<file path="src/hw/rtl/shrf_pkg.sv">
// Package for the sliding histogram rank filter.
// Holds payload structs, register indexes, mode codes and defaults; no dependencies.
package shrf_pkg;

   localparam int COUNT_BITS_DEF = 16;
   localparam int BIN_COUNT_DEF  = 256;
   localparam int TOTAL_BITS     = 16;
   localparam int VALUE_BITS     = 8;
   localparam int QUEUE_DEPTH    = 2;

   localparam logic [0:0] REG_MODE = 1'b0;
   localparam logic [0:0] REG_RANK = 1'b1;

   localparam logic [1:0] MODE_BOTTOM = 2'd0;
   localparam logic [1:0] MODE_TOP    = 2'd1;
   localparam logic [1:0] MODE_MEDIAN = 2'd2;
   localparam logic [1:0] MODE_DOM    = 2'd3;

   typedef struct packed {
      logic       clear_first;
      logic       remove_valid;
      logic [7:0] remove_value;
      logic       add_valid;
      logic [7:0] add_value;
      logic       emit;
   } req_type;

   typedef struct packed {
      logic [7:0]  result_value;
      logic [15:0] window_total;
   } rsp_type;

endpackage

</file>
<file path="src/hw/rtl/shrf_ram.sv">
// Generic single-port RAM with registered read.
// No dependencies.
module shrf_ram #(
   parameter int WIDTH = 16,
   parameter int DEPTH = 256
) (
   input  logic                     clock,
   input  logic                     wr_en,
   input  logic [$clog2(DEPTH)-1:0] addr,
   input  logic [WIDTH-1:0]         wr_data,
   output logic [WIDTH-1:0]         rd_data
);
   logic [WIDTH-1:0] mem [DEPTH];

   always_ff @(posedge clock) begin
      if (wr_en) mem[addr] <= wr_data;
      rd_data <= mem[addr];
   end
endmodule

</file>
<file path="src/hw/rtl/shrf_front.sv">
// Front end: accepts requests, drops out-of-range values, queues work.
// Uses shrf_pkg.
module shrf_front #(
   parameter int BIN_COUNT = shrf_pkg::BIN_COUNT_DEF
) (
   input  logic             clock,
   input  logic             reset,
   input  logic             req_valid,
   output logic             req_ready,
   input  shrf_pkg::req_type req_data,
   output logic             q_valid,
   input  logic             q_ready,
   output shrf_pkg::req_type q_data
);
   localparam int PW = $bits(shrf_pkg::req_type);

   logic [PW-1:0] slot_ff [shrf_pkg::QUEUE_DEPTH];
   logic          wp_ff, wp_in, rp_ff, rp_in;
   logic [1:0]    cnt_ff, cnt_in;
   shrf_pkg::req_type cls;
   logic push, pop;

   // classify: a value beyond the last bin is no update
   always_comb begin
      cls = req_data;
      if ({24'd0, req_data.remove_value} >= BIN_COUNT) cls.remove_valid = 1'b0;
      if ({24'd0, req_data.add_value} >= BIN_COUNT) cls.add_valid = 1'b0;
   end

   assign req_ready = (cnt_ff != 2'd2);
   assign push = req_valid && req_ready;
   assign q_valid = (cnt_ff != 2'd0);
   assign pop = q_valid && q_ready;
   assign q_data = slot_ff[rp_ff];
   assign wp_in = wp_ff ^ push;
   assign rp_in = rp_ff ^ pop;
   assign cnt_in = cnt_ff + {1'b0, push} - {1'b0, pop};

   always_ff @(posedge clock) begin
      if (reset) begin
         wp_ff <= 1'b0; rp_ff <= 1'b0; cnt_ff <= 2'd0;
      end else begin
         wp_ff <= wp_in; rp_ff <= rp_in; cnt_ff <= cnt_in;
      end
      if (push) slot_ff[wp_ff] <= cls;
   end

   a_cnt: assert property (@(posedge clock) disable iff (reset) cnt_ff <= 2'd2)
      else $error("queue count overflow");
   a_full: assert property (@(posedge clock) disable iff (reset)
      (cnt_ff == 2'd2 && !pop) |=> (cnt_ff == 2'd2))
      else $error("full queue lost entry");
   a_empty: assert property (@(posedge clock) disable iff (reset)
      (cnt_ff == 2'd0 && !push) |=> !q_valid)
      else $error("empty queue produced entry");
endmodule

</file>
<file path="src/hw/rtl/shrf_back.sv">
// Back end: clearing pass, bin read-modify-write and rank scan on one RAM.
// Uses shrf_pkg and shrf_ram.
module shrf_back #(
   parameter int COUNT_BITS = shrf_pkg::COUNT_BITS_DEF,
   parameter int BIN_COUNT  = shrf_pkg::BIN_COUNT_DEF
) (
   input  logic              clock,
   input  logic              reset,
   input  logic              q_valid,
   output logic              q_ready,
   input  shrf_pkg::req_type q_data,
   input  logic [1:0]        mode,
   input  logic [15:0]       rank_count,
   output logic              rsp_valid,
   input  logic              rsp_ready,
   output shrf_pkg::rsp_type rsp_data
);
   localparam int AW = $clog2(BIN_COUNT);
   localparam int AB = AW + 1;
   localparam logic [AB-1:0] NBIN = AB'(BIN_COUNT);
   localparam logic [COUNT_BITS-1:0] BMAX = {COUNT_BITS{1'b1}};
   localparam logic [15:0] TMAX = 16'hFFFF;

   localparam logic [3:0] S_CLR = 4'd0, S_IDLE = 4'd1, S_RRD = 4'd2, S_RWR = 4'd3,
                          S_ARD = 4'd4, S_AWR = 4'd5, S_SRD = 4'd6, S_SCAN = 4'd7,
                          S_OUT = 4'd8;

   logic [3:0] st_ff, st_in;
   logic [AB-1:0] idx_ff, idx_in;
   logic [AW-1:0] addr;
   logic we;
   logic [COUNT_BITS-1:0] wd, rd;
   shrf_pkg::req_type it_ff, it_in;
   logic [15:0] tot_ff, tot_in;
   logic [COUNT_BITS+8:0] acc_ff, acc_in, acc_nx;
   logic [COUNT_BITS-1:0] best_ff, best_in;
   logic [7:0] bidx_ff, bidx_in, res_ff, res_in;
   logic [16:0] target;
   logic down;
   logic [AW-1:0] cur;
   logic ovalid_ff, ovalid_in;
   shrf_pkg::rsp_type out_ff, out_in;

   shrf_ram #(.WIDTH(COUNT_BITS), .DEPTH(1 << AW)) u_ram (
      .clock(clock), .wr_en(we), .addr(addr), .wr_data(wd), .rd_data(rd));

   assign down = (mode == shrf_pkg::MODE_TOP);
   assign target = (mode == shrf_pkg::MODE_MEDIAN) ? {2'b0, tot_ff[15:1]} : {1'b0, rank_count};
   // scan position of the bin whose read data is now on rd
   assign cur = down ? AW'(NBIN - 1'b1 - idx_ff) : idx_ff[AW-1:0];
   assign acc_nx = acc_ff + (COUNT_BITS+9)'(rd);
   assign q_ready = (st_ff == S_IDLE);
   assign rsp_valid = ovalid_ff;
   assign rsp_data = out_ff;

   always_comb begin
      st_in = st_ff; idx_in = idx_ff; it_in = it_ff; tot_in = tot_ff;
      acc_in = acc_ff; best_in = best_ff; bidx_in = bidx_ff; res_in = res_ff;
      ovalid_in = ovalid_ff; out_in = out_ff; we = 1'b0; wd = rd; addr = '0;
      if (ovalid_ff && rsp_ready) ovalid_in = 1'b0;
      case (st_ff)
         S_CLR: begin
            // held item (empty after reset) continues once all bins are zero
            addr = idx_ff[AW-1:0]; we = 1'b1; wd = '0;
            idx_in = idx_ff + 1'b1;
            if (idx_ff == NBIN - 1'b1) st_in = S_RRD;
         end
         S_IDLE: begin
            if (q_valid) begin
               it_in = q_data;
               if (q_data.clear_first) begin
                  tot_in = '0; idx_in = '0; it_in.clear_first = 1'b0; st_in = S_CLR;
               end else st_in = S_RRD;
               if (q_data.clear_first) st_in = S_CLR;
            end
         end
         S_RRD: begin
            addr = it_ff.remove_value[AW-1:0];
            st_in = it_ff.remove_valid ? S_RWR : S_ARD;
         end
         S_RWR: begin
            addr = it_ff.remove_value[AW-1:0];
            if (rd != '0) begin
               we = 1'b1; wd = rd - 1'b1;
               if (tot_ff != '0) tot_in = tot_ff - 1'b1;
            end
            st_in = S_ARD;
         end
         S_ARD: begin
            addr = it_ff.add_value[AW-1:0];
            st_in = it_ff.add_valid ? S_AWR : S_SRD;
         end
         S_AWR: begin
            addr = it_ff.add_value[AW-1:0];
            if (rd != BMAX) begin
               we = 1'b1; wd = rd + 1'b1;
               if (tot_ff != TMAX) tot_in = tot_ff + 1'b1;
            end
            st_in = S_SRD;
         end
         S_SRD: begin
            // start scan; rank of zero ends at once
            idx_in = '0; acc_in = '0; best_in = '0; bidx_in = '0;
            addr = down ? AW'(NBIN - 1'b1) : '0;
            if (!it_ff.emit) st_in = S_IDLE;
            else if (mode != shrf_pkg::MODE_DOM && target == '0) begin
               res_in = down ? 8'(NBIN - 1'b1) : 8'd0; st_in = S_OUT;
            end else st_in = S_SCAN;
         end
         S_SCAN: begin
            acc_in = acc_nx;
            idx_in = idx_ff + 1'b1;
            addr = down ? AW'(NBIN - 2'd2 - idx_ff) : AW'(idx_ff + 1'b1);
            if (mode == shrf_pkg::MODE_DOM) begin
               if (idx_ff == '0 || rd > best_ff) begin
                  best_in = rd; bidx_in = 8'(cur);
               end
               if (idx_ff == NBIN - 1'b1) begin
                  res_in = (idx_ff == '0 || rd > best_ff) ? 8'(cur) : bidx_ff;
                  st_in = S_OUT;
               end
            end else if (acc_nx >= (COUNT_BITS+9)'(target)) begin
               res_in = 8'(cur); st_in = S_OUT;
            end else if (idx_ff == NBIN - 1'b1) begin
               res_in = down ? 8'd0 : 8'(NBIN - 1'b1); st_in = S_OUT;
            end
         end
         S_OUT: begin
            // result and total move together into the output register
            if (!ovalid_ff || rsp_ready) begin
               ovalid_in = 1'b1; st_in = S_IDLE;
               out_in = '{result_value: res_ff, window_total: tot_ff};
            end
         end
         default: st_in = S_IDLE;
      endcase
   end

   always_ff @(posedge clock) begin
      if (reset) begin
         st_ff <= S_CLR; idx_ff <= '0; tot_ff <= '0; ovalid_ff <= 1'b0; it_ff <= '0;
      end else begin
         st_ff <= st_in; idx_ff <= idx_in; tot_ff <= tot_in; ovalid_ff <= ovalid_in;
         it_ff <= it_in;
      end
      acc_ff <= acc_in; best_ff <= best_in;
      bidx_ff <= bidx_in; res_ff <= res_in; out_ff <= out_in;
   end

   a_take: assert property (@(posedge clock) disable iff (reset)
      (q_ready && q_valid) |=> (st_ff != S_IDLE))
      else $error("accepted item not started");
   a_hold: assert property (@(posedge clock) disable iff (reset)
      (rsp_valid && !rsp_ready) |=> (rsp_valid && $stable(out_ff)))
      else $error("result dropped under stall");
   a_busy: assert property (@(posedge clock) disable iff (reset)
      (st_ff == S_CLR) |-> !q_ready)
      else $error("ready during clear pass");
endmodule

</file>
<file path="src/hw/rtl/sliding_histogram_rank_filter.sv">
// Sliding histogram rank filter: configuration registers, front queue, back end.
// Uses shrf_pkg, shrf_front, shrf_back.
//
// Keeps a count histogram in one single-port RAM. After reset a clearing pass writes one
// bin a cycle over all BIN_COUNT bins (256 by default), and the back end steps through
// S_RRD, S_ARD and S_SRD before the first item is taken. An item with clear_first runs
// the same pass before its updates. An item holds the back end while each remove or add
// it carries does a read and a write on the single RAM port. An emit adds a scan of up
// to BIN_COUNT bins, one bin read per cycle, and then loads the result register, where
// the result waits while the result side stalls. A two-entry queue ahead of the back
// end and the result register let both sides stall on their own.
module sliding_histogram_rank_filter #(
   parameter int COUNT_BITS = shrf_pkg::COUNT_BITS_DEF,
   parameter int BIN_COUNT  = shrf_pkg::BIN_COUNT_DEF
) (
   input  logic              clock,
   input  logic              reset,
   input  logic              req_valid,
   output logic              req_ready,
   input  shrf_pkg::req_type req_data,
   output logic              rsp_valid,
   input  logic              rsp_ready,
   output shrf_pkg::rsp_type rsp_data,
   input  logic              csr_valid,
   output logic              csr_ready,
   input  logic [0:0]        csr_index,
   input  logic [15:0]       csr_data
);
   logic [1:0] mode_ff;
   logic [15:0] rank_ff;
   logic q_valid, q_ready;
   shrf_pkg::req_type q_data;

   assign csr_ready = 1'b1;

   // register writes
   always_ff @(posedge clock) begin
      if (reset) begin
         mode_ff <= shrf_pkg::MODE_MEDIAN; rank_ff <= 16'd1;
      end else if (csr_valid) begin
         if (csr_index == shrf_pkg::REG_MODE) mode_ff <= csr_data[1:0];
         if (csr_index == shrf_pkg::REG_RANK) rank_ff <= csr_data;
      end
   end

   shrf_front #(.BIN_COUNT(BIN_COUNT)) u_front (
      .clock, .reset, .req_valid, .req_ready, .req_data,
      .q_valid, .q_ready, .q_data);

   shrf_back #(.COUNT_BITS(COUNT_BITS), .BIN_COUNT(BIN_COUNT)) u_back (
      .clock, .reset, .q_valid, .q_ready, .q_data,
      .mode(mode_ff), .rank_count(rank_ff), .rsp_valid, .rsp_ready, .rsp_data);
endmodule
</file>
<file path="config.mk">
export PLATFORM = sky130hd
export DESIGN_NAME = sliding_histogram_rank_filter
export DESIGN_NICKNAME = d
export VERILOG_FILES = /design/src/hw/rtl/shrf_pkg.sv /design/src/hw/rtl/shrf_ram.sv /design/src/hw/rtl/shrf_front.sv /design/src/hw/rtl/shrf_back.sv /design/src/hw/rtl/sliding_histogram_rank_filter.sv
export SDC_FILE = /design/constraint.sdc
export NUM_CORES = 2
export LEC_CHECK = 0
export BUFFER_PORTS_ARGS = -buffer_cell sky130_fd_sc_hd__buf_2
export CAP_MARGIN = 20
export CORE_MARGIN = 1.5
export CORE_UTILIZATION = 40
export CTS_CLUSTER_DIAMETER = 80
export CTS_CLUSTER_SIZE = 40
export DETAILED_ROUTE_END_ITERATION = 8
export PLACE_DENSITY_LB_ADDON = 0.08
export SLEW_MARGIN = 40
export SYNTH_ARGS = -nofsm -noshare
export SYNTH_HDL_FRONTEND = slang
export SYNTH_MEMORY_MAX_BITS = 65536
export SYNTH_SLANG_ARGS = --single-unit
export TNS_END_PERCENT = 100
</file>
<file path="constraint.sdc">
create_clock -name clock -period 15.9 [get_ports clock]
set_input_delay 2.385 -clock clock [delete_from_list [all_inputs] [get_ports clock]]
set_output_delay 2.385 -clock clock [all_outputs]
set_load 0.01 [all_outputs]
</file>
Yosys cells after proc, flatten, opt, wreduce, memory -nomap -nowiden

Memories as Yosys holds them, arrays and structs flattened. A register that Yosys moved wholly into a read port is not among the register bits.
Index checks and enable logic that the tools add are counted.

Equality and inequality tests: 30
Reduce and logical (&&, ||, !) cells: 29
Mux-type cells: 56
Add/sub/neg operators: 10
Bitwise operators: 3
Magnitude comparators: 2

Operators with widths:

| kind                                                  | number |
|---|---|
| 2-to-1 mux 16 bit                                     | 11 |
| 2-to-1 mux 8 bit                                      | 12 |
| one-hot mux 16 bit (3 select lines)                   | 2 |
| one-hot mux 25 bit (2 select lines)                   | 1 |
| one-hot mux 8 bit (5 select lines)                    | 1 |
| one-hot mux 4 bit (9 select lines)                    | 1 |
| adder 16 x 1 -> 16 bit, second input constant         | 2 |
| 2-to-1 mux 4 bit                                      | 8 |
| inequality test 16 bit, second input constant         | 2 |
| one-hot mux 16 bit (2 select lines)                   | 1 |
| one-hot mux 8 bit (2 select lines)                    | 2 |
| nonzero test 16 bit                                   | 2 |
| subtractor 16 x 1 -> 16 bit, second input constant    | 2 |
| one-hot mux 9 bit (3 select lines)                    | 1 |
| adder 25 x 16 -> 25 bit                               | 1 |
| >= comparator 25 x 17 -> 1 bit                        | 1 |
| inequality test 2 x 1 -> 1 bit, second input constant | 11 |
| 2-to-1 mux 9 bit                                      | 2 |
| zero test 17 bit                                      | 1 |
| equality test 4 x 3 -> 1 bit, second input constant   | 4 |
| greater-than comparator 16 bit                        | 1 |
| subtractor 8 bit, first input constant                | 2 |
| 2-to-1 mux 1 bit                                      | 10 |
| AND reduction 2 bit                                   | 5 |
| other kinds (28)                                      | 44 |

Memories kept: 2
Output and inout port bits: 27
RAM bits: 4136
Logic and storage cells: 152
Register bits: 152

Memories:

| memory           | words | bits a word | rd ports | clocked after Yosys merged registers in | write ports | RTL line         | text |
|---|---|---|---|---|---|---|---|
| u_back.u_ram.mem | 256   | 16          | 1        | 1                                       | 1           | shrf_ram.sv:13   | `logic [WIDTH-1:0] mem [DEPTH];` |
| u_front.slot_ff  | 2     | 20          | 1        | 1                                       | 1           | shrf_front.sv:17 | `logic [PW-1:0] slot_ff [shrf_pkg::QUEUE_DEPTH];` |

Logic depth before layout (Yosys ltp)

Depth in word-level cells: 7
Mapped depth: 20
Mapped depth without buffers: 19

Modules after synthesis

A second synthesis with hierarchy kept.

Cell total of the unflattened synthesis: 7952
Area total of the unflattened synthesis: 167190.3 µm²

Modules (own cells, without submodules):

| module                        | cells each | area each (µm²) | times used | sequential area each (µm²) |
|---|---|---|---|---|
| shrf_ram                      | 6727       | 155399.0        | 1          | 123318.3 |
| shrf_back                     | 1051       | 9242.6          | 1          | 3413.3 |
| shrf_front                    | 89         | 1670.4          | 1          | 1281.2 |
| sliding_histogram_rank_filter | 85         | 878.3           | 1          | 360.3 |

Worst setup path after synthesis

No wires, ideal clock.

Kind: register to register
Start: register u_back.u_ram.rd_data[9], read port of u_back.u_ram.mem
End: memory u_back.u_ram.mem[0][9], data pin
Data required time: 13713 ps
Data arrival time: 12129 ps
Cell stages (with the launch flop): 12
Library setup time: 2187 ps
Slack: 1584 ps
Path buffers: 2
Path through: dfxtp_1 clkbuf_1 or4_1 or3_1 or2_2 clkbuf_1 nand2_1 or3_1 or3_1 nor4_1 a21oi_1 o21ai_0

Cells in the longest elaborated chain, start to end: 3
Elaborated cells on any way between the ends: 7

Ends and longest elaborated chain:

| element                                        | RTL line                         | text |
|---|---|---|
| start: declaration                             | shrf_ram.sv:11                   | `output logic [WIDTH-1:0] rd_data` |
| adder 16 x 1 -> 16 bit (tied with other cells) | shrf_back.sv:96                  | `we = 1'b1; wd = rd + 1'b1;` |
| 2-to-1 mux 16 bit (on tied branches)           | shrf_back.sv:95, shrf_back.sv:83 |  |
| one-hot mux 16 bit (3 select lines) (*)        | shrf_back.sv:61                  | `case (st_ff)` |
| net u_back.u_ram.wr_data[9]                    | shrf_ram.sv:10                   | `input logic [WIDTH-1:0] wr_data,` |
| end: declaration                               | shrf_ram.sv:13                   |  |

The timed path passes the listed nets; every way through them passes the cells marked *.

Worst setup path in the final report

Start: register mode_ff[0]
End: register u_back.u_ram.rd_data[0], read port of u_back.u_ram.mem

Cells in the longest elaborated chain, start to end: 3
Elaborated cells on any way between the ends: 4

Ends and longest elaborated chain:

| element                                | RTL line                            | text |
|---|---|---|
| start: declaration                     | sliding_histogram_rank_filter.sv:29 | `logic [1:0] mode_ff;` |
| start signal: assignment               | sliding_histogram_rank_filter.sv:41 | `if (csr_index == shrf_pkg::REG_MODE) mode_ff <= csr_data[1:0];` |
| equality test 2 x 1 -> 1 bit (*)       | shrf_back.sv:47                     | `assign down = (mode == shrf_pkg::MODE_TOP);` |
| 2-to-1 mux 8 bit (on tied branches)    | shrf_back.sv:113, shrf_back.sv:104  |  |
| one-hot mux 8 bit (5 select lines) (*) | shrf_back.sv:61                     |  |

Mark *: on every way between the ends. The rest lies on a longest branch, timed or not.
A chain may end at the register's enable or synchronous reset.

==> results.json <==
{
  "fp-row-count": 242,
  "coreArea_mm2": 0.434,
  "worst_slew_pin_slew_ps": 993,
  "grt_pass1_vias": 104000,
  "grt_pass1_wl_um": 872000,
  "cts_made_buffers": 194,
  "drive_above_1_share_pct": 12.7,
  "cts_buffer_depth": 4,
  "io_buffer_count": 67,
  "ioPinCount": 69,
  "finalWirelength_um": 635000,
  "path_common_cell": "buf_4",
  "crit_path_start_kind": "flop",
  "maxCapViolations": 0,
  "hold_depth": 0,
  "fin_crit_sh_pct": 47.2,
  "synth_flop_cell": "edfxtp_1",
  "fin_nets": 12700,
  "ys_seq_area_share_pct": 73.7,
  "synthCells": 12600,
  "finalClockSkew_ps": 113,
  "powerDensity_mw_per_mm2": 142,
  "htreeDepth": 4,
  "synth_edf_count": 4217,
  "crit_type": "reg2reg",
  "p_total_mw": 27.4,
  "finish.utilization_pct": 44.4,
  "synth_seq_cells": 4304,
  "dr.pass1.iters": 6,
  "cts_setup_buffers": 0,
  "total_leakage_power_nw": 64.2,
  "hold_viol": 0,
  "synth_fp_nets": 12700,
  "crit_path_end_kind": "flop",
  "fillCellCount": 38700,
  "dpl.hpwl_um": 389000,
  "cp.arrival_ps": 8250,
  "whs_ps": 434,
  "syn_avg_cell_area_um2": 13.8,
  "async_flop_share_pct": 0,
  "finalSetupViolations": 0,
  "grt_max_degree": 161,
  "start_util_pct": 40.1,
  "clk_pin_slew_ps": 120,
  "ff2ff_path_depth": 13,
  "cts_resized": 0,
  "maxSlewViolCount": 0,
  "grt.overflow.total": 0,
  "antenna_found_initial": 57,
  "critPathRequiredTime_ps": 16650,
  "peakVddDrop_mv": 0.182,
  "drt_iter0_drc": 15700,
  "min_period_ps": 7500,
  "synth_area_mm2": 0.174,
  "slowest_stage": "o22ai_1",
  "avgViaCountPerCell": 5.98,
  "cts_sinks": 4304,
  "rsz0062_at_grt": "false",
  "cp_cell_sequence": "nand2b_1 > mux2i_2 > a221oi_4 > buf_4 > buf_4 > buf_4 > buf_4 > buf_4 > mux4_2 > a221oi_1 > nor2_1 > o22ai_1 > nand4_1",
  "die_area_mm2": 0.440,
  "max_slew_margin_pct": 33.6,
  "cp_slowest_stage_delay_ps": 800,
  "synth_cell_types": 99,
  "drc": 0,
  "setup_tns_ps": 0,
  "fp.dieW_um": 663,
  "gp_congestion": 0.886,
  "ctsHoldBuffers": 0,
  "wire_per_inst_um": 34.3,
  "groute.usage.overall_pct": 28.2,
  "worst-path-max-fanout": 47,
  "syn_to_final_growth_pct": 10.7,
  "yosys_warnings": 0,
  "antenna_left": 0,
  "clk_latency_ps": 1030,
  "vias": 111000,
  "die_h_um": 663,
  "cts-root-buf": "clkbuf_16",
  "status": "finished, final reports clean",
  "worstHoldPathType": "reg2reg",
  "cts_tree": "built",
  "max_freq_mhz": 133
}
## path summary, 6_finish.rpt
| kind | slack (ps) | end | from |
|---|---|---|---|
| max | 8400 | u_back.u_ram.rd_data[0] | mode_ff[0] |
| min reg2reg | 430 | u_back.rsp_data[17] | u_back.res_ff[1] |
| min | 430 | u_back.rsp_data[17] | u_back.res_ff[1] |
| max reg2reg | 8400 | u_back.u_ram.rd_data[0] | mode_ff[0] |
## cell families after synthesis
family	Yosys count	share of synthesized area, %
AO/OA/AOI/OAI	1101	4.56
XOR/XNOR	47	0.252
adder cells (fa/ha/maj)	74	0.540
buffers and inverters	880	2.48
flip-flops	4304	73.7
multiplexers	547	4.44
other	1	0.00215
AND/OR/NAND/NOR	5632	14.0
## cell usage after synthesis, drive strengths merged, types with 9 or more instances
cell / instances / area (µm²)
mux2i: 361 / 3620
a22o: 19 / 166
mux4: 178 / 4020
o31ai: 13 / 97.6
or3: 28 / 175
nor3: 79 / 395
nor2b: 19 / 119
a211oi: 49 / 368
a221oi: 9 / 96.4
a31oi: 111 / 694
a311oi: 258 / 2260
inv: 51 / 191
or2: 10 / 62.6
edfxtp: 4217 / 127000
and3: 233 / 1460
a21oi: 219 / 1100
o221ai: 15 / 138
dfxtp: 87 / 1740
a21o: 19 / 143
o22ai: 36 / 225
nand4: 76 / 475
and2: 44 / 275
or4: 26 / 199
a2111oi: 12 / 111
o21a: 17 / 128
o2111ai: 16 / 140
a22oi: 83 / 623
nand2b: 10 / 62.6
clkbuf: 259 / 972
xnor2: 33 / 289
a32oi: 40 / 350
o211ai: 25 / 193
nand3: 1428 / 7150
buf: 570 / 3160
o21ai: 87 / 447
nor4: 46 / 300
nor2: 436 / 1640
nand2: 3167 / 11900
ha: 72 / 901
xor2: 12 / 105
## registers in the layout, summed over array words and instances (netlist names), 4 cells and up
register and count:
rank_ff 16, u_back.acc_ff 25, u_back.best_ff 16, u_back.bidx_ff 8
u_back.idx_ff 9, u_back.it_ff 19, u_back.res_ff 8, u_back.rsp_data 24
u_back.st_ff 4, u_back.tot_ff 16, u_back.u_ram.mem 4096, u_back.u_ram.rd_data 16
u_front.slot_ff 40
## layout by cell type (no fill, tap or decap), types with 21 or more instances in the layout
cell type  synthesis  routed
a211oi_1          49      44
a21oi_1          219     184
a21oi_2            0      29
a22oi_1           83      83
a311oi_1         258     253
a31oi_1          111      91
a32oi_1           40      39
and2_1            44      44
and3_1           233     233
buf_12             5      34
buf_2            368      73
buf_4             94     454
buf_6             14      37
clkbuf_16          0     197
clkinv_16          0      22
clkinv_8           0      27
dfxtp_1           87      86
edfxtp_1        4217    4217
ha_1              72      70
inv_1             50      50
inv_12             0      21
inv_16             0      32
mux2i_1          360     349
mux4_2           174     174
nand2_1         3167    3148
nand3_1         1427    1421
nand4_1           76      76
nor2_1           435     189
nor2_2             1     168
nor2_4             0      79
nor3_1            79      51
nor3_2             0      26
nor4_1            44      29
o211ai_1          24      24
o21ai_0           84      71
o22ai_1           36      33
or3_1             28      27
or4_1             25      25
xnor2_1           33      33
## metrics by stage
stage	std cells	instance area, µm²	worst slack, ps
finish	18500	193000	8400
global route	18500	193000	8260
CTS	18500	193000	8530
detailed placement	18100	185000	8540
global placement	18100	183000	7540
floorplan	12600	174000	1580
## power breakdown
part | switching (mW) | internal (mW)
combinational | 5.15 | 1.73
clock | 4.30 | 2.67
sequential | 0.108 | 13.4
## critical path: cells and delay by family, from the launching register on
family	cells	cell delay, ps
AO/OA/AOI/OAI	3	1450
AND/OR/NAND/NOR	3	1250
flip-flops	1	670
buffers and inverters	5	2790
multiplexers	2	980
## metal layers
| layer | wire, µm | share of wire, % | global-route usage (%) |
|---|---|---|---|
| met5 | 111 | 0.017 | 0 |
| met2 | 287000 | 45 | 43.6 |
| met1 | 264000 | 42 | 39.7 |
| met4 | 30400 | 4.8 | 11.6 |
| met3 | 53400 | 8.4 | 4.57 |
## final cells by class
type	count	area [µm²]	share of cell area, %
Sequential cell	4304	128000	66.6
Multi-Input combinational cell	7402	43900	22.7
Tap cell	5734	7170	3.72
Timing Repair Buffer	629	5590	2.90
Clock buffer	200	4940	2.56
Clock inverter	159	2640	1.37
Inverter	51	191	0.0993
Antenna cell	20	50.0	0.0260
No activity file was read; power rests on OpenSTA's default activity.
